**src/sv/mkte_pkg.sv**
```systemverilog
`timescale 1ns / 1ps
// Shared types, constants and the key character table for the multi-tap keypad core.
// No dependencies; mkte_ctrl, mkte_dp and the top-level core import this package.
package mkte_pkg;

  localparam int CHAR_W         = 8;
  localparam int TEXT_DEPTH_DEF = 128;
  localparam int TICK_W         = 16;
  localparam int POS_OUT_W      = 7;
  localparam int IN_TDATA_W     = 16;
  localparam int IN_TUSER_W     = 2;
  localparam int OUT_TDATA_W    = 32;

  localparam logic [TICK_W-1:0] TIMEOUT_RESET = 16'd499;
  localparam logic [TICK_W-1:0] TICK_SAT      = 16'hFFFF;
  localparam logic [2:0]        NO_KEY        = 3'd5;
  localparam logic [CHAR_W-1:0] SPACE_CHAR    = 8'h20;

  // func codes
  localparam logic [1:0] FUNC_KEY  = 2'd0;
  localparam logic [1:0] FUNC_TICK = 2'd1;
  localparam logic [1:0] FUNC_READ = 2'd2;

  // column 3 holds the edit keys
  localparam logic [1:0] COL_EDIT  = 2'd3;
  localparam logic [1:0] ROW_BKSP  = 2'd0;
  localparam logic [1:0] ROW_LEFT  = 2'd1;
  localparam logic [1:0] ROW_RIGHT = 2'd2;
  localparam logic [1:0] ROW_CLEAR = 2'd3;

  // indexed by {tap, row, col}; column 3 entries are never used
  localparam logic [CHAR_W-1:0] CHAR_TABLE [0:63] = '{
    "1", "A", "D", "1",  "G", "J", "M", "G",  "P", "T", "W", "P",  "*", "0", "#", "*",
    "1", "B", "E", "1",  "H", "K", "N", "H",  "R", "U", "X", "R",  "*", " ", ".", "*",
    "1", "C", "F", "1",  "I", "L", "O", "I",  "S", "V", "Y", "S",  "*", "0", "?", "*",
    "1", "2", "3", "1",  "4", "5", "6", "4",  "7", "8", "9", "7",  "*", " ", "!", "*"
  };

  typedef struct packed {
    logic accept;      // request taken this cycle, update scalar state
    logic clear_wr;    // write a space at the sweep pointer
    logic shift_rd;    // prime the first read of a backspace shift
    logic shift_wr;    // move one cell down, read the next
    logic shift_last;  // write a space into the top cell
    logic read_cap;    // capture buffer read data
    logic load_out;    // load the result register
  } mkte_cmd_t;

  typedef struct packed {
    logic need_clear;
    logic need_shift;
    logic need_read;
    logic ptr_end;     // pointer on the top cell
    logic ptr_pen;     // pointer one below the top cell
    logic out_free;
  } mkte_status_t;

endpackage

```
**src/sv/mkte_ram.sv**
```systemverilog
`timescale 1ns / 1ps
// Generic simple dual-port RAM: one write port, one read port, registered read data.
// No dependencies.
module mkte_ram #(
  parameter int WIDTH = 8,
  parameter int DEPTH = 128
) (
  input  logic                     clk,
  input  logic                     we,
  input  logic [$clog2(DEPTH)-1:0] waddr,
  input  logic [WIDTH-1:0]         wdata,
  input  logic [$clog2(DEPTH)-1:0] raddr,
  output logic [WIDTH-1:0]         rdata
);

  logic [WIDTH-1:0] mem [0:DEPTH-1];
  logic [WIDTH-1:0] rdata_r;

  always_ff @(posedge clk) begin
    if (we) begin
      mem[waddr] <= wdata;
    end
    rdata_r <= mem[raddr];
  end

  assign rdata = rdata_r;

endmodule

```
**src/sv/mkte_ctrl.sv**
```systemverilog
`timescale 1ns / 1ps
// Sequencer for the keypad core: accepts requests, runs clear sweeps, backspace shifts,
// buffer reads and result hand-off. Depends on mkte_pkg.
module mkte_ctrl import mkte_pkg::*; (
  input  logic         clk,
  input  logic         rst_n,
  input  logic         in_tvalid,
  output logic         in_tready,
  input  mkte_status_t status,
  output mkte_cmd_t    cmd
);

  typedef enum logic [6:0] {
    ST_IDLE       = 7'b0000001,
    ST_CLEAR      = 7'b0000010,
    ST_SHIFT_RD   = 7'b0000100,
    ST_SHIFT      = 7'b0001000,
    ST_SHIFT_LAST = 7'b0010000,
    ST_READ       = 7'b0100000,
    ST_DONE       = 7'b1000000
  } ctl_state_t;

  ctl_state_t state_r, state_nxt;
  logic       owe_r, owe_nxt;   // a result is owed for the current request

  always_comb begin
    state_nxt = state_r;
    owe_nxt   = owe_r;
    cmd       = '0;
    in_tready = 1'b0;
    case (state_r)
      ST_IDLE: begin
        in_tready = 1'b1;
        if (in_tvalid) begin
          cmd.accept = 1'b1;
          owe_nxt    = 1'b1;
          if (status.need_clear) begin
            state_nxt = ST_CLEAR;
          end else if (status.need_shift) begin
            state_nxt = ST_SHIFT_RD;
          end else if (status.need_read) begin
            state_nxt = ST_READ;
          end else begin
            state_nxt = ST_DONE;
          end
        end
      end
      ST_CLEAR: begin
        cmd.clear_wr = 1'b1;
        if (status.ptr_end) begin
          state_nxt = owe_r ? ST_DONE : ST_IDLE;
        end
      end
      ST_SHIFT_RD: begin
        cmd.shift_rd = 1'b1;
        state_nxt    = ST_SHIFT;
      end
      ST_SHIFT: begin
        cmd.shift_wr = 1'b1;
        if (status.ptr_pen) begin
          state_nxt = ST_SHIFT_LAST;
        end
      end
      ST_SHIFT_LAST: begin
        cmd.shift_last = 1'b1;
        state_nxt      = ST_DONE;
      end
      ST_READ: begin
        cmd.read_cap = 1'b1;
        state_nxt    = ST_DONE;
      end
      ST_DONE: begin
        if (status.out_free) begin
          cmd.load_out = 1'b1;
          owe_nxt      = 1'b0;
          state_nxt    = ST_IDLE;
        end
      end
      default: begin
        state_nxt = ST_IDLE;
        owe_nxt   = 1'b0;
      end
    endcase
  end

  always_ff @(posedge clk) begin
    if (!rst_n) begin
      state_r <= ST_CLEAR;
      owe_r   <= 1'b0;
    end else begin
      state_r <= state_nxt;
      owe_r   <= owe_nxt;
    end
  end

endmodule

```
**src/sv/mkte_dp.sv**
```systemverilog
`timescale 1ns / 1ps
// Datapath for the keypad core: edit state, multi-tap logic, timer, text buffer RAM,
// sweep pointer and result register. Depends on mkte_pkg and mkte_ram.
module mkte_dp import mkte_pkg::*; #(
  parameter int TEXT_DEPTH = TEXT_DEPTH_DEF
) (
  input  logic                   clk,
  input  logic                   rst_n,
  input  logic [1:0]             func,
  input  logic [1:0]             key_row,
  input  logic [1:0]             key_col,
  input  logic [6:0]             read_index,
  input  logic                   cfg_we,
  input  logic [TICK_W-1:0]      cfg_data,
  input  mkte_cmd_t              cmd,
  output mkte_status_t           status,
  output logic                   out_tvalid,
  input  logic                   out_tready,
  output logic [OUT_TDATA_W-1:0] out_tdata
);

  localparam int AW = $clog2(TEXT_DEPTH);
  localparam logic [AW-1:0] TOP_ADDR = AW'(TEXT_DEPTH - 1);
  localparam logic [AW-1:0] PEN_ADDR = AW'(TEXT_DEPTH - 2);
  localparam logic [AW:0]   DEPTH_X  = (AW+1)'(TEXT_DEPTH);

  logic [AW-1:0]     cur_r, cur_nxt, len_r, len_nxt, ptr_r, ptr_nxt;
  logic [2:0]        hrow_r, hrow_nxt, hcol_r, hcol_nxt;
  logic [1:0]        tap_r, tap_nxt;
  logic [CHAR_W-1:0] pend_r, pend_nxt;
  logic              prev_r, prev_nxt, trun_r, trun_nxt;
  logic [TICK_W-1:0] tcnt_r, tcnt_nxt, ticks_r, tcnt_inc;
  logic              rc_ok_r;
  logic [CHAR_W-1:0] rchar_r;
  logic              out_tvalid_r;
  logic [OUT_TDATA_W-1:0] out_tdata_r;

  // RAM ports
  logic              we;
  logic [AW-1:0]     waddr, raddr;
  logic [CHAR_W-1:0] wdata, rdata;

  // commit of the pending character, evaluated from the state before the request
  logic              cm_wr;
  logic [AW-1:0]     cm_cur, cm_len;
  logic              same_key;
  logic [AW+6:0]     idx_ext;
  logic              idx_ok;

  function automatic logic [OUT_TDATA_W-1:0] build_result(
    input logic [AW-1:0]     cur,
    input logic [AW-1:0]     len,
    input logic              prev,
    input logic [CHAR_W-1:0] pend,
    input logic [CHAR_W-1:0] rchar
  );
    logic [AW+6:0] cur_x;
    logic [AW+6:0] len_x;
    cur_x = {{POS_OUT_W{1'b0}}, cur};
    len_x = {{POS_OUT_W{1'b0}}, len};
    return {1'b0, (prev ? pend : {CHAR_W{1'b0}}), prev,
            len_x[POS_OUT_W-1:0], cur_x[POS_OUT_W-1:0], rchar};
  endfunction

  assign idx_ext  = {{AW{1'b0}}, read_index};
  assign idx_ok   = idx_ext < (AW+7)'(TEXT_DEPTH);
  assign cm_wr    = prev_r && (({1'b0, cur_r} + 1'b1) < DEPTH_X);
  assign cm_cur   = cm_wr ? cur_r + 1'b1 : cur_r;
  assign cm_len   = (cm_wr && (len_r < cm_cur)) ? cm_cur : len_r;
  assign same_key = prev_r && (hrow_r == {1'b0, key_row}) && (hcol_r == {1'b0, key_col});
  assign tcnt_inc = (tcnt_r != TICK_SAT) ? tcnt_r + 1'b1 : tcnt_r;

  assign status.need_read  = (func == FUNC_READ);
  assign status.need_clear = (func == FUNC_KEY) && (key_col == COL_EDIT)
                             && (key_row == ROW_CLEAR);
  assign status.need_shift = (func == FUNC_KEY) && (key_col == COL_EDIT)
                             && (key_row == ROW_BKSP) && !prev_r && (cur_r != '0);
  assign status.ptr_end    = (ptr_r == TOP_ADDR);
  assign status.ptr_pen    = (ptr_r == PEN_ADDR);
  assign status.out_free   = !out_tvalid_r || out_tready;

  always_comb begin
    cur_nxt  = cur_r;
    len_nxt  = len_r;
    ptr_nxt  = ptr_r;
    hrow_nxt = hrow_r;
    hcol_nxt = hcol_r;
    tap_nxt  = tap_r;
    pend_nxt = pend_r;
    prev_nxt = prev_r;
    tcnt_nxt = tcnt_r;
    trun_nxt = trun_r;
    we       = 1'b0;
    waddr    = cur_r;
    wdata    = pend_r;
    raddr    = idx_ext[AW-1:0];

    if (cmd.accept) begin
      case (func)
        FUNC_KEY: begin
          trun_nxt = 1'b0;
          tcnt_nxt = '0;
          // any path other than a repeat tap drops the pending character
          prev_nxt = 1'b0;
          pend_nxt = '0;
          hrow_nxt = NO_KEY;
          hcol_nxt = NO_KEY;
          tap_nxt  = '0;
          if (key_col == COL_EDIT) begin
            case (key_row)
              ROW_BKSP: begin
                if (status.need_shift) begin
                  cur_nxt = cur_r - 1'b1;
                  ptr_nxt = cur_r - 1'b1;
                  if (len_r != '0) begin
                    len_nxt = len_r - 1'b1;
                  end
                end
              end
              ROW_LEFT: begin
                we      = cm_wr;
                len_nxt = cm_len;
                cur_nxt = (cm_cur != '0) ? cm_cur - 1'b1 : cm_cur;
              end
              ROW_RIGHT: begin
                we      = cm_wr;
                len_nxt = cm_len;
                cur_nxt = (cm_cur < cm_len) ? cm_cur + 1'b1 : cm_cur;
              end
              default: begin
                cur_nxt = '0;
                len_nxt = '0;
                ptr_nxt = '0;
              end
            endcase
          end else begin
            if (same_key) begin
              tap_nxt = tap_r + 1'b1;
            end else begin
              we      = cm_wr;
              cur_nxt = cm_cur;
              len_nxt = cm_len;
              tap_nxt = '0;
            end
            hrow_nxt = {1'b0, key_row};
            hcol_nxt = {1'b0, key_col};
            pend_nxt = CHAR_TABLE[{tap_nxt, key_row, key_col}];
            prev_nxt = 1'b1;
            trun_nxt = 1'b1;
          end
        end
        FUNC_TICK: begin
          if (trun_r) begin
            if (tcnt_inc >= ticks_r) begin
              trun_nxt = 1'b0;
              tcnt_nxt = '0;
              we       = cm_wr;
              cur_nxt  = cm_cur;
              len_nxt  = cm_len;
              prev_nxt = 1'b0;
              pend_nxt = '0;
              hrow_nxt = NO_KEY;
              hcol_nxt = NO_KEY;
              tap_nxt  = '0;
            end else begin
              tcnt_nxt = tcnt_inc;
            end
          end
        end
        default: begin
        end
      endcase
    end else if (cmd.clear_wr) begin
      we      = 1'b1;
      waddr   = ptr_r;
      wdata   = SPACE_CHAR;
      ptr_nxt = ptr_r + 1'b1;
    end else if (cmd.shift_rd) begin
      raddr = ptr_r + 1'b1;
    end else if (cmd.shift_wr) begin
      we      = 1'b1;
      waddr   = ptr_r;
      wdata   = rdata;
      raddr   = ptr_r + AW'(2);
      ptr_nxt = ptr_r + 1'b1;
    end else if (cmd.shift_last) begin
      we    = 1'b1;
      waddr = TOP_ADDR;
      wdata = SPACE_CHAR;
    end
  end

  mkte_ram #(
    .WIDTH (CHAR_W),
    .DEPTH (TEXT_DEPTH)
  ) u_text_ram (
    .clk   (clk),
    .we    (we),
    .waddr (waddr),
    .wdata (wdata),
    .raddr (raddr),
    .rdata (rdata)
  );

  always_ff @(posedge clk) begin
    if (!rst_n) begin
      cur_r   <= '0;
      len_r   <= '0;
      ptr_r   <= '0;
      hrow_r  <= NO_KEY;
      hcol_r  <= NO_KEY;
      tap_r   <= '0;
      pend_r  <= '0;
      prev_r  <= 1'b0;
      tcnt_r  <= '0;
      trun_r  <= 1'b0;
      ticks_r <= TIMEOUT_RESET;
    end else begin
      cur_r  <= cur_nxt;
      len_r  <= len_nxt;
      ptr_r  <= ptr_nxt;
      hrow_r <= hrow_nxt;
      hcol_r <= hcol_nxt;
      tap_r  <= tap_nxt;
      pend_r <= pend_nxt;
      prev_r <= prev_nxt;
      tcnt_r <= tcnt_nxt;
      trun_r <= trun_nxt;
      if (cfg_we) begin
        ticks_r <= cfg_data;
      end
    end
  end

  // read data and result payload
  always_ff @(posedge clk) begin
    if (cmd.accept) begin
      rc_ok_r <= status.need_read && idx_ok;
      rchar_r <= '0;
    end else if (cmd.read_cap) begin
      rchar_r <= rc_ok_r ? rdata : '0;
    end
    if (cmd.load_out) begin
      out_tdata_r <= build_result(cur_r, len_r, prev_r, pend_r, rchar_r);
    end
  end

  always_ff @(posedge clk) begin
    if (!rst_n) begin
      out_tvalid_r <= 1'b0;
    end else if (cmd.load_out) begin
      out_tvalid_r <= 1'b1;
    end else if (out_tready) begin
      out_tvalid_r <= 1'b0;
    end
  end

  assign out_tvalid = out_tvalid_r;
  assign out_tdata  = out_tdata_r;

endmodule

```
**src/sv/multitap_keypad_text_entry_core.sv**
```systemverilog
`timescale 1ns / 1ps
// Multi-tap keypad text entry core. A request goes from IDLE to DONE, via CLEAR for a
// clear, SHIFT_RD, SHIFT and SHIFT_LAST for a backspace that shifts, or READ for a read;
// DONE loads the result once the output register is free. Clear and the shift walk the
// text RAM one cell per cycle. One request at a time; in_tready is high only in IDLE.
// Reset (rst_n, synchronous, active low) clears the edit state and then sweeps the text
// RAM to spaces with in_tready low; config writes are still taken.
module multitap_keypad_text_entry_core import mkte_pkg::*; #(
  parameter int TEXT_DEPTH = TEXT_DEPTH_DEF
) (
  input  logic                   clk,
  input  logic                   rst_n,
  // request: tdata {read_index[10:4], key_col[3:2], key_row[1:0]} highest field first
  input  logic                   in_tvalid,
  output logic                   in_tready,
  input  logic [IN_TDATA_W-1:0]  in_tdata,
  // tuser: func[1:0]
  input  logic [IN_TUSER_W-1:0]  in_tuser,
  // result: tdata read_char[7:0], cursor[14:8], text_length[21:15],
  //         preview_active[22], preview_char[30:23], bit 31 zero
  output logic                   out_tvalid,
  input  logic                   out_tready,
  output logic [OUT_TDATA_W-1:0] out_tdata,
  // timeout_ticks register write
  input  logic                   cfg_valid,
  output logic                   cfg_ready,
  input  logic [TICK_W-1:0]      cfg_data
);

  mkte_cmd_t    cmd;
  mkte_status_t status;

  // writable out of reset; user keeps the block idle when it is written (not enforced)
  assign cfg_ready = rst_n;

  mkte_ctrl u_ctrl (
    .clk       (clk),
    .rst_n     (rst_n),
    .in_tvalid (in_tvalid),
    .in_tready (in_tready),
    .status    (status),
    .cmd       (cmd)
  );

  // datapath holds the edit state, timer, text RAM and result register
  mkte_dp #(
    .TEXT_DEPTH (TEXT_DEPTH)
  ) u_dp (
    .clk        (clk),
    .rst_n      (rst_n),
    .func       (in_tuser[1:0]),
    .key_row    (in_tdata[1:0]),
    .key_col    (in_tdata[3:2]),
    .read_index (in_tdata[10:4]),
    .cfg_we     (cfg_valid),
    .cfg_data   (cfg_data),
    .cmd        (cmd),
    .status     (status),
    .out_tvalid (out_tvalid),
    .out_tready (out_tready),
    .out_tdata  (out_tdata)
  );

  // one request in flight: after a request is taken the input closes
  a_one_in_flight: assert property (@(posedge clk) disable iff (!rst_n)
    in_tvalid && in_tready |=> !in_tready)
    else $error("request taken while another was in flight");

  // reset always starts the RAM sweep with the input closed
  a_reset_sweep: assert property (@(posedge clk)
    !rst_n |=> !in_tready)
    else $error("input open right after reset");

  // cursor never passes the text length
  a_cursor_le_len: assert property (@(posedge clk) disable iff (!rst_n)
    (TEXT_DEPTH <= 128) && out_tvalid |-> (out_tdata[14:8] <= out_tdata[21:15]))
    else $error("cursor beyond text length");

  // preview character shows only while a preview is active
  a_preview_char: assert property (@(posedge clk) disable iff (!rst_n)
    out_tvalid && !out_tdata[22] |-> (out_tdata[30:23] == '0))
    else $error("preview character without active preview");

endmodule
```
**config.mk**
```make
export PLATFORM = sky130hd
export DESIGN_NAME = multitap_keypad_text_entry_core
export DESIGN_NICKNAME = d
export VERILOG_FILES = /design/src/sv/mkte_pkg.sv /design/src/sv/mkte_ram.sv /design/src/sv/mkte_ctrl.sv /design/src/sv/mkte_dp.sv /design/src/sv/multitap_keypad_text_entry_core.sv
export SDC_FILE = /design/constraint.sdc
export NUM_CORES = 2
export LEC_CHECK = 0
export BUFFER_PORTS_ARGS = -buffer_cell sky130_fd_sc_hd__buf_2
export CORE_MARGIN = 2
export CORE_UTILIZATION = 45
export CTS_BUF_LIST = sky130_fd_sc_hd__clkbuf_4 sky130_fd_sc_hd__clkbuf_8
export DETAILED_ROUTE_END_ITERATION = 6
export PLACE_DENSITY = 0.64
export SLEW_MARGIN = 20
export SYNTH_ARGS = -nofsm -noshare
export SYNTH_HDL_FRONTEND = slang
export SYNTH_HIERARCHICAL = 1
export SYNTH_SLANG_ARGS = --single-unit
```
**constraint.sdc**
```tcl
create_clock -name clk -period 4.3 [get_ports clk]
set_input_delay 0 -clock clk [delete_from_list [all_inputs] [get_ports clk]]
set_output_delay 0 -clock clk [all_outputs]
set_load 0.005 [all_outputs]
```
Word-level counts from Yosys, hierarchy flattened:

Memories as Yosys holds them, arrays and structs flattened. A register that Yosys moved wholly into a read port is not among the register bits.
Index checks and enable logic that the tools add are counted.

* reductions and logical operators: 32
* magnitude comparators: 6
* multiply operators: 0
* $add $sub $neg: 10
* div/mod/pow operators: 0
* shift-type cells: 0
* multiplexer cells: 109
* bitwise operators: 2
* equal/unequal tests: 32

Operators with widths (number)
* two-way mux 7 bit: 38
* two-way mux 8 bit: 11
* one-hot mux 7 bit (2 select lines): 4
* two-way mux 16 bit: 3
* one-hot mux 7 bit (6 select lines): 1
* one-hot mux 16 bit (2 select lines): 1
* two-way mux 1 bit: 31
* adder 7 x 1 -> 7 bit, second input constant: 3
* equality test 7 bit, second input constant: 3
* one-hot mux 7 bit (3 select lines): 1
* nonzero test 7 bit: 3
* subtractor 7 x 1 -> 7 bit, second input constant: 3
* adder 16 x 1 -> 16 bit, second input constant: 1
* >= comparator 16 bit: 1
* inequality test 16 bit, second input constant: 1
* one-hot mux 8 bit (2 select lines): 1
* less-than comparator 7 bit: 2
* two-way mux 2 bit: 7
* two-way mux 3 bit: 4
* one-hot mux 3 bit (2 select lines): 2
* AND reduction 6 bit: 2
* logical AND 1 bit: 10
* inequality test 2 bit, second input constant: 5
* adder 7 x 1 -> 8 bit, second input constant: 1
* 34 further kinds: 52

* memories: 2
* logic and storage cells: 211
* input port bits: 39
* register bits: 120
* memory bits (read-only): 512
* memory bits (writable): 1024
* bits in latches: 0
* output and inout bits: 35

Memories
* u_dp.u_text_ram.mem: words 128, bits a word 8, read ports 1, clocked after memory_dff 1, write ports 1, RTL line mkte_ram.sv:16 `logic [WIDTH-1:0] mem [0:DEPTH-1];`
* (no name shown): words 64, bits a word 8, read ports 1, clocked after memory_dff 0, write ports 0, RTL line mkte_dp.sv:147 `pend_nxt = CHAR_TABLE[{tap_nxt, key_row, key_col}];`

Depth between registers and ports, before layout:

* word-level depth: 13
* mapped depth: 24
* depth with buffers taken out: 22

Modules after synthesis:

Netlist, hierarchy kept.

Modules (own cells, without submodules)
* mkte_ram: cells an instance 1635, sequential area each 30909.6 µm², area each 39665.5 µm², times used 1
* mkte_dp: cells an instance 895, sequential area each 2492.4 µm², area each 7226.9 µm², times used 1
* mkte_ctrl: cells an instance 82, sequential area each 160.2 µm², area each 711.9 µm², times used 1
* multitap_keypad_text_entry_core: cells an instance 1, sequential area each 0.0 µm², area each 7.5 µm², times used 1

Worst setup path before layout:

OpenSTA, ideal clock, no wires.

* path kind: reg2reg
* start: reg u_ctrl.state_r[5]
* end: reg u_dp.u_text_ram.rdata_r[0] (netlist: u_dp/u_text_ram/rdata[0]) (read register of u_dp.u_text_ram.mem)
* required time: 4.179 ns
* stages on the path, launching flop included: 18
* data arrival time: 4.618 ns
* period minus slack after synthesis: 4.739 ns
* setup slack: -0.439 ns
* library setup time: 0.121 ns
* path buffers: 6
* path through: dfxtp_1 buf_4 or3_4 buf_6 or3_1 nor3_2 buf_4 clkbuf_1 clkinv_1 nand3_1 o21ai_0 a21oi_1 clkbuf_1 buf_1 mux4_2 mux4_2 mux4_2 mux2_2

RTL lines
* start, declared: RTL line mkte_ctrl.sv:23 `ctl_state_t state_r, state_nxt;`
* start signal, assigned: RTL line mkte_ctrl.sv:91 `state_r <= state_nxt;`
* end, declared: RTL line mkte_ram.sv:17 `logic [WIDTH-1:0] rdata_r;`

==> impl_table.tex <==
\begin{tabular}{lr}
\hline
Metric & Value \\
\hline
\multicolumn{2}{l}{\textbf{Yosys}} \\
\quad EDFF count, synth & 1055 \\
\quad Syn. warnings & 6 \\
\quad Commonest cells in the synthesized netlist & 1055 x sky130\_fd\_sc\_hd\_\_edfxtp\_1, 336 x sky130\_fd\_sc\_hd\_\_mux4\_2, 231 x sky130\_fd\_sc\_hd\_\_nor2\_1 \\
\quad Most repeated cell in the gate-level netlist after synthesis & sky130\_fd\_sc\_hd\_\_edfxtp\_1 \\
\quad Synth Instances & 2613 \\
\quad Multiplexer area fraction after synthesis & 16.5\% \\
\quad Prevailing post-synth register cell & sky130\_fd\_sc\_hd\_\_edfxtp\_1 \\
\quad Unique masters post-synth & 89 \\
\quad Post-synthesis compound-gate area fraction & 4.05\% \\
\quad Largest family of logic cells by synthesized area & multiplexers \\
\quad Post-synth top area share & 66.5\% \\
\quad Library cell with the largest summed area after synthesis & sky130\_fd\_sc\_hd\_\_edfxtp\_1 \\
\quad Post-Synth Adder-Cell Area & 0.999\% \\
\quad Xor-xnor portion of the synthesized cell area & 0.681\% \\
\quad Number of storage elements in the synthesis netlist & 1149 \\
\quad Post-Synth Simple-Gate Area & 5.36\% \\
\quad Fraction of the yosys area taken by sequential cells & 70.5\% \\
\quad Total standard cell area after synthesis & 47600 um\^{}2 \\
\quad Fraction of registers with async set/reset & 0\% \\
\quad Syn avg cell area & 18.2 um\^{}2 \\
\quad Top post-synthesis cells by area & sky130\_fd\_sc\_hd\_\_edfxtp\_1 67\%, sky130\_fd\_sc\_hd\_\_mux4\_2 16\%, sky130\_fd\_sc\_hd\_\_dfxtp\_1 4.0\% \\
\multicolumn{2}{l}{\textbf{STA}} \\
\quad Setup violators final & 38 \\
\quad Worst Hold Margin & 0.129 ns \\
\quad Number of max-slew violations in the final report & 0 \\
\quad Clk\_skew & 0.0540 ns \\
\quad Final WS setup & -0.0835 ns \\
\quad Tcrit/Tclk final & 102\% \\
\quad Worst-case headroom to the max-slew limit & 32.7\% \\
\quad Total count of hold-check failures in the final report & 0 \\
\quad Post-layout minimum cycle time & 4.38 ns \\
\quad Unrepaired setup endpoints after global routing & yes \\
\quad Max Fclk & 228 MHz \\
\quad Worst Max-Slew Pin Slew & 1.01 ns \\
\multicolumn{2}{l}{\textbf{Critical path}} \\
\quad Element type at the critical path end & flip-flop \\
\quad Worst reg-to-reg setup slack & -0.08 ns \\
\quad CP dominant cell by count & sky130\_fd\_sc\_hd\_\_mux4\_2 \\
\quad Delay of the slowest critical-path stage & 0.56 ns \\
\quad Peak fanout along the critical path & 7 \\
\quad Worst reg2reg path endpoint & u\_dp/u\_text\_ram/rdata[5] \\
\quad Crit path cell chain & buf\_4 > or4b\_4 > nor2\_4 > buf\_6 > nand2\_1 > nand2\_1 > nand3\_2 > o21ai\_2 > a21oi\_4 > buf\_6 > buf\_12 > buf\_16 > buf\_12 > buf\_16 > mux4\_2 > mux4\_2 > mux4\_2 > mux2\_2 \\
\quad Reg2reg start & u\_ctrl/state\_r[2] \\
\quad Required time of the worst setup path & 5.02 ns \\
\quad Crit-path slowest cell & sky130\_fd\_sc\_hd\_\_or4b\_4 \\
\quad Category of the most critical setup path & reg2reg \\
\quad Worst Path Arrival & 5.11 ns \\
\quad Timing endpoint of the critical path & u\_dp/u\_text\_ram/rdata[5] \\
\quad Timing startpoint of the critical path & u\_ctrl/state\_r[2] \\
\quad Type of element launching the critical path & flip-flop \\
\quad Worst r2r path cells & 18 \\
\multicolumn{2}{l}{\textbf{Power and ir drop}} \\
\quad Pwr/cell area & 514 nW/um\^{}2 \\
\quad Maximum VDD drop & 337 uV \\
\quad Total power consumption of the routed design & 0.0299 W \\
\quad Leakage & 21.3 nW \\
\multicolumn{2}{l}{\textbf{Floorplanning}} \\
\quad Number of primary I/O pins & 74 \\
\quad Standard cell core area & 105000 um\^{}2 \\
\quad Overall die width & 329 um \\
\quad Row Count & 119 \\
\quad Die span in y & 329 um \\
\quad Initial Util & 45.3\% \\
\quad Overall die area & 108000 um\^{}2 \\
\multicolumn{2}{l}{\textbf{Clock network}} \\
\quad Insertion delay of the later-clocked pin in the worst-skew pair & 0.85 ns \\
\quad CTS H-tree lvls & 4 \\
\quad CTS root buffer & sky130\_fd\_sc\_hd\_\_clkbuf\_8 \\
\quad Register clock-pin slew on the reported worst setup and hold paths & 0.06 ns \\
\quad TritonCTS Sinks & 1149 \\
\quad CTS tree & yes \\
\quad TritonCTS Buffers & 183 \\
\quad Maximum clock insertion buffer count & 3 \\
\multicolumn{2}{l}{\textbf{Final layout}} \\
\quad Share of cells above drive strength 1 & 37.9\% \\
\quad Final net count & 3198 \\
\quad Signed area change from the synthesized netlist to the final layout & 22.3\% \\
\quad Final std cells w/o fill & 4653 \\
\quad Post-route cell area & 58300 um\^{}2 \\
\quad Finished Core Util & 55.4\% \\
\multicolumn{2}{l}{\textbf{Route}} \\
\quad Post-DRT Antenna Nets & 0 \\
\quad Vias/cell & 5.90 \\
\quad Average wire per standard cell & 26.9 um \\
\quad Number of iterations in the first detailed-routing pass & 6 \\
\quad Total number of vias & 27500 \\
\quad Final WL & 125 mm \\
\quad Detailed Route Iter0 Violations & 2778 \\
\quad Post-route DRC violation count & 0 \\
\multicolumn{2}{l}{\textbf{Placement}} \\
\quad Final weighted congestion in routability-driven placement & 0.895 \\
\quad DP Cell Count & 4224 \\
\quad Half-perimeter wire length of the detailed placement result & 76.8 mm \\
\quad Cell area after placement & 52200 um\^{}2 \\
\quad I/O Buffers & 66 \\
\multicolumn{2}{l}{\textbf{Global route}} \\
\quad Global-route usage over all layers & 22.7\% \\
\quad Total congestion overflow after global routing & 0 \\
\quad First-pass GRT wire length & 181 mm \\
\quad Antenna violations before repair & 6 \\
\quad Pin count of the biggest net entering global routing & 129 \\
\quad Via count of the first global-routing pass & 27500 \\
\multicolumn{2}{l}{\textbf{Min path}} \\
\quad Kind of path behind the tightest hold check & in2reg \\
\multicolumn{2}{l}{\textbf{Run status}} \\
\quad Status & complete, but fails checks \\
\quad Failing checks & negative setup slack \\
\multicolumn{2}{l}{\textbf{Run}} \\
\quad Max-Cap Viols & 0 \\
\hline
\end{tabular}
-- area by class of cell --
class / instances / area (um^2)
fillers: 7949 / 46900
flip-flops and latches: 1149 / 33600
multi-input cells: 1265 / 14200
repair buffers: 480 / 4920
clock buffers: 252 / 3090
well taps: 1391 / 1740
clock inverters: 71 / 534
inverters: 42 / 159
diodes: 3 / 7.51
-- critical path: cells and delay by family, from the launching register on --
family | cells | cell delay [ns]
flops | 1 | 0.32
mux | 4 | 1.88
compound gates | 2 | 0.15
buf+inv | 7 | 0.94
simple gates | 5 | 0.98
-- routing by layer --
metal  GRT usage [%]  wire [um]  part of all wire (%)
met1            31.2      50500                    40
met2            37.0      61400                    49
met5               0          0                     0
met4            6.19       2860                   2.3
met3            4.75      10100                   8.1
-- layout by cell type (no fill, tap or decap), drive strengths merged, types with 8 or more instances in the layout --
cell            n
a211oi         11
a21oi          84
a22o            9
a22oi          10
a31oi           8
and2           17
and3           13
and4            8
buf           398
clkbuf        263
clkinv         58
dfxtp          94
dlygate4sd3    70
edfxtp       1055
ha             38
inv            49
mux2           11
mux2i          18
mux4          336
nand2          95
nand2b         18
nand3          51
nand4          13
nor2          231
nor2b          18
nor3           28
o211ai         10
o21ai          68
or2             8
xnor2          22
xor2           15
-- stage by stage --
| stage | setup slack (ns) | TNS (ns) |
|---|---|---|
| floorplan | -0.167 | -27.11 |
| global placement | -0.293 | -82.77 |
| detailed placement | -0.395 | -154.93 |
| CTS | -0.0179 | -0.0303 |
| global route | -0.185 | -42.30 |
| finish | -0.0835 | -0.713 |
-- worst min-delay path by stage --
stage / startpoint / endpoint / slack (ns) / cells after the start
after floorplan: rst_n / cfg_ready / 0.08 / 1
after global placement: cfg_data[0] / u_dp/ticks_r[0] / 0.22 / 3
after detailed placement: cfg_data[7] / u_dp/ticks_r[7] / 0.23 / 3
after CTS: out_tready / u_dp/out_tvalid / 0.08 / 4
after global routing: out_tready / u_dp/out_tvalid / 0.14 / 4
final: out_tready / u_dp/out_tvalid / 0.13 / 4
-- what timing repair did --
action,CTS,global route
gates resized for setup,79,209
hold endpoints to repair,79,0
pin swaps,32,64
buffers inserted,19,34
setup endpoints to repair,1017,1020
gates cloned,11,11
hold buffers,70,0
-- sequential cells by signal, summed over array words and instances (netlist names) --
| signal | count |
|---|---|
| u_dp/u_text_ram/mem | 1024 |
| u_dp/out_tdata | 30 |
| u_dp/tcnt_r | 16 |
| u_dp/ticks_r | 16 |
| u_dp/rchar_r | 8 |
| u_dp/u_text_ram/rdata | 8 |
| u_ctrl/state_r | 7 |
| u_dp/cur_r | 7 |
| u_dp/len_r | 7 |
| u_dp/pend_r | 7 |
| u_dp/ptr_r | 7 |
| u_dp/hrow_r | 3 |
| u_dp/hcol_r | 2 |
| u_dp/tap_r | 2 |
| u_ctrl/owe_r | 1 |
| u_dp/out_tvalid | 1 |
| u_dp/prev_r | 1 |
| u_dp/rc_ok_r | 1 |
| u_dp/trun_r | 1 |
-- power breakdown --
| part | internal (W) | total (W) | switching, W |
|---|---|---|---|
| Sequential | 0.0127 | 0.0129 | 0.000165 |
| Combinational | 0.00346 | 0.00782 | 0.00436 |
| Clock | 0.00497 | 0.00925 | 0.00428 |
-- cell families (layout without fill, tap and decap cells) --
group,after synthesis,in the layout
other cells,1,5
buf+inv,201,845
xor+xnor,37,37
mux,365,365
simple gates,535,535
compound gates,287,288
flops,1149,1149
fa+ha+maj,38,38
Power figures use the tool's default switching activity.
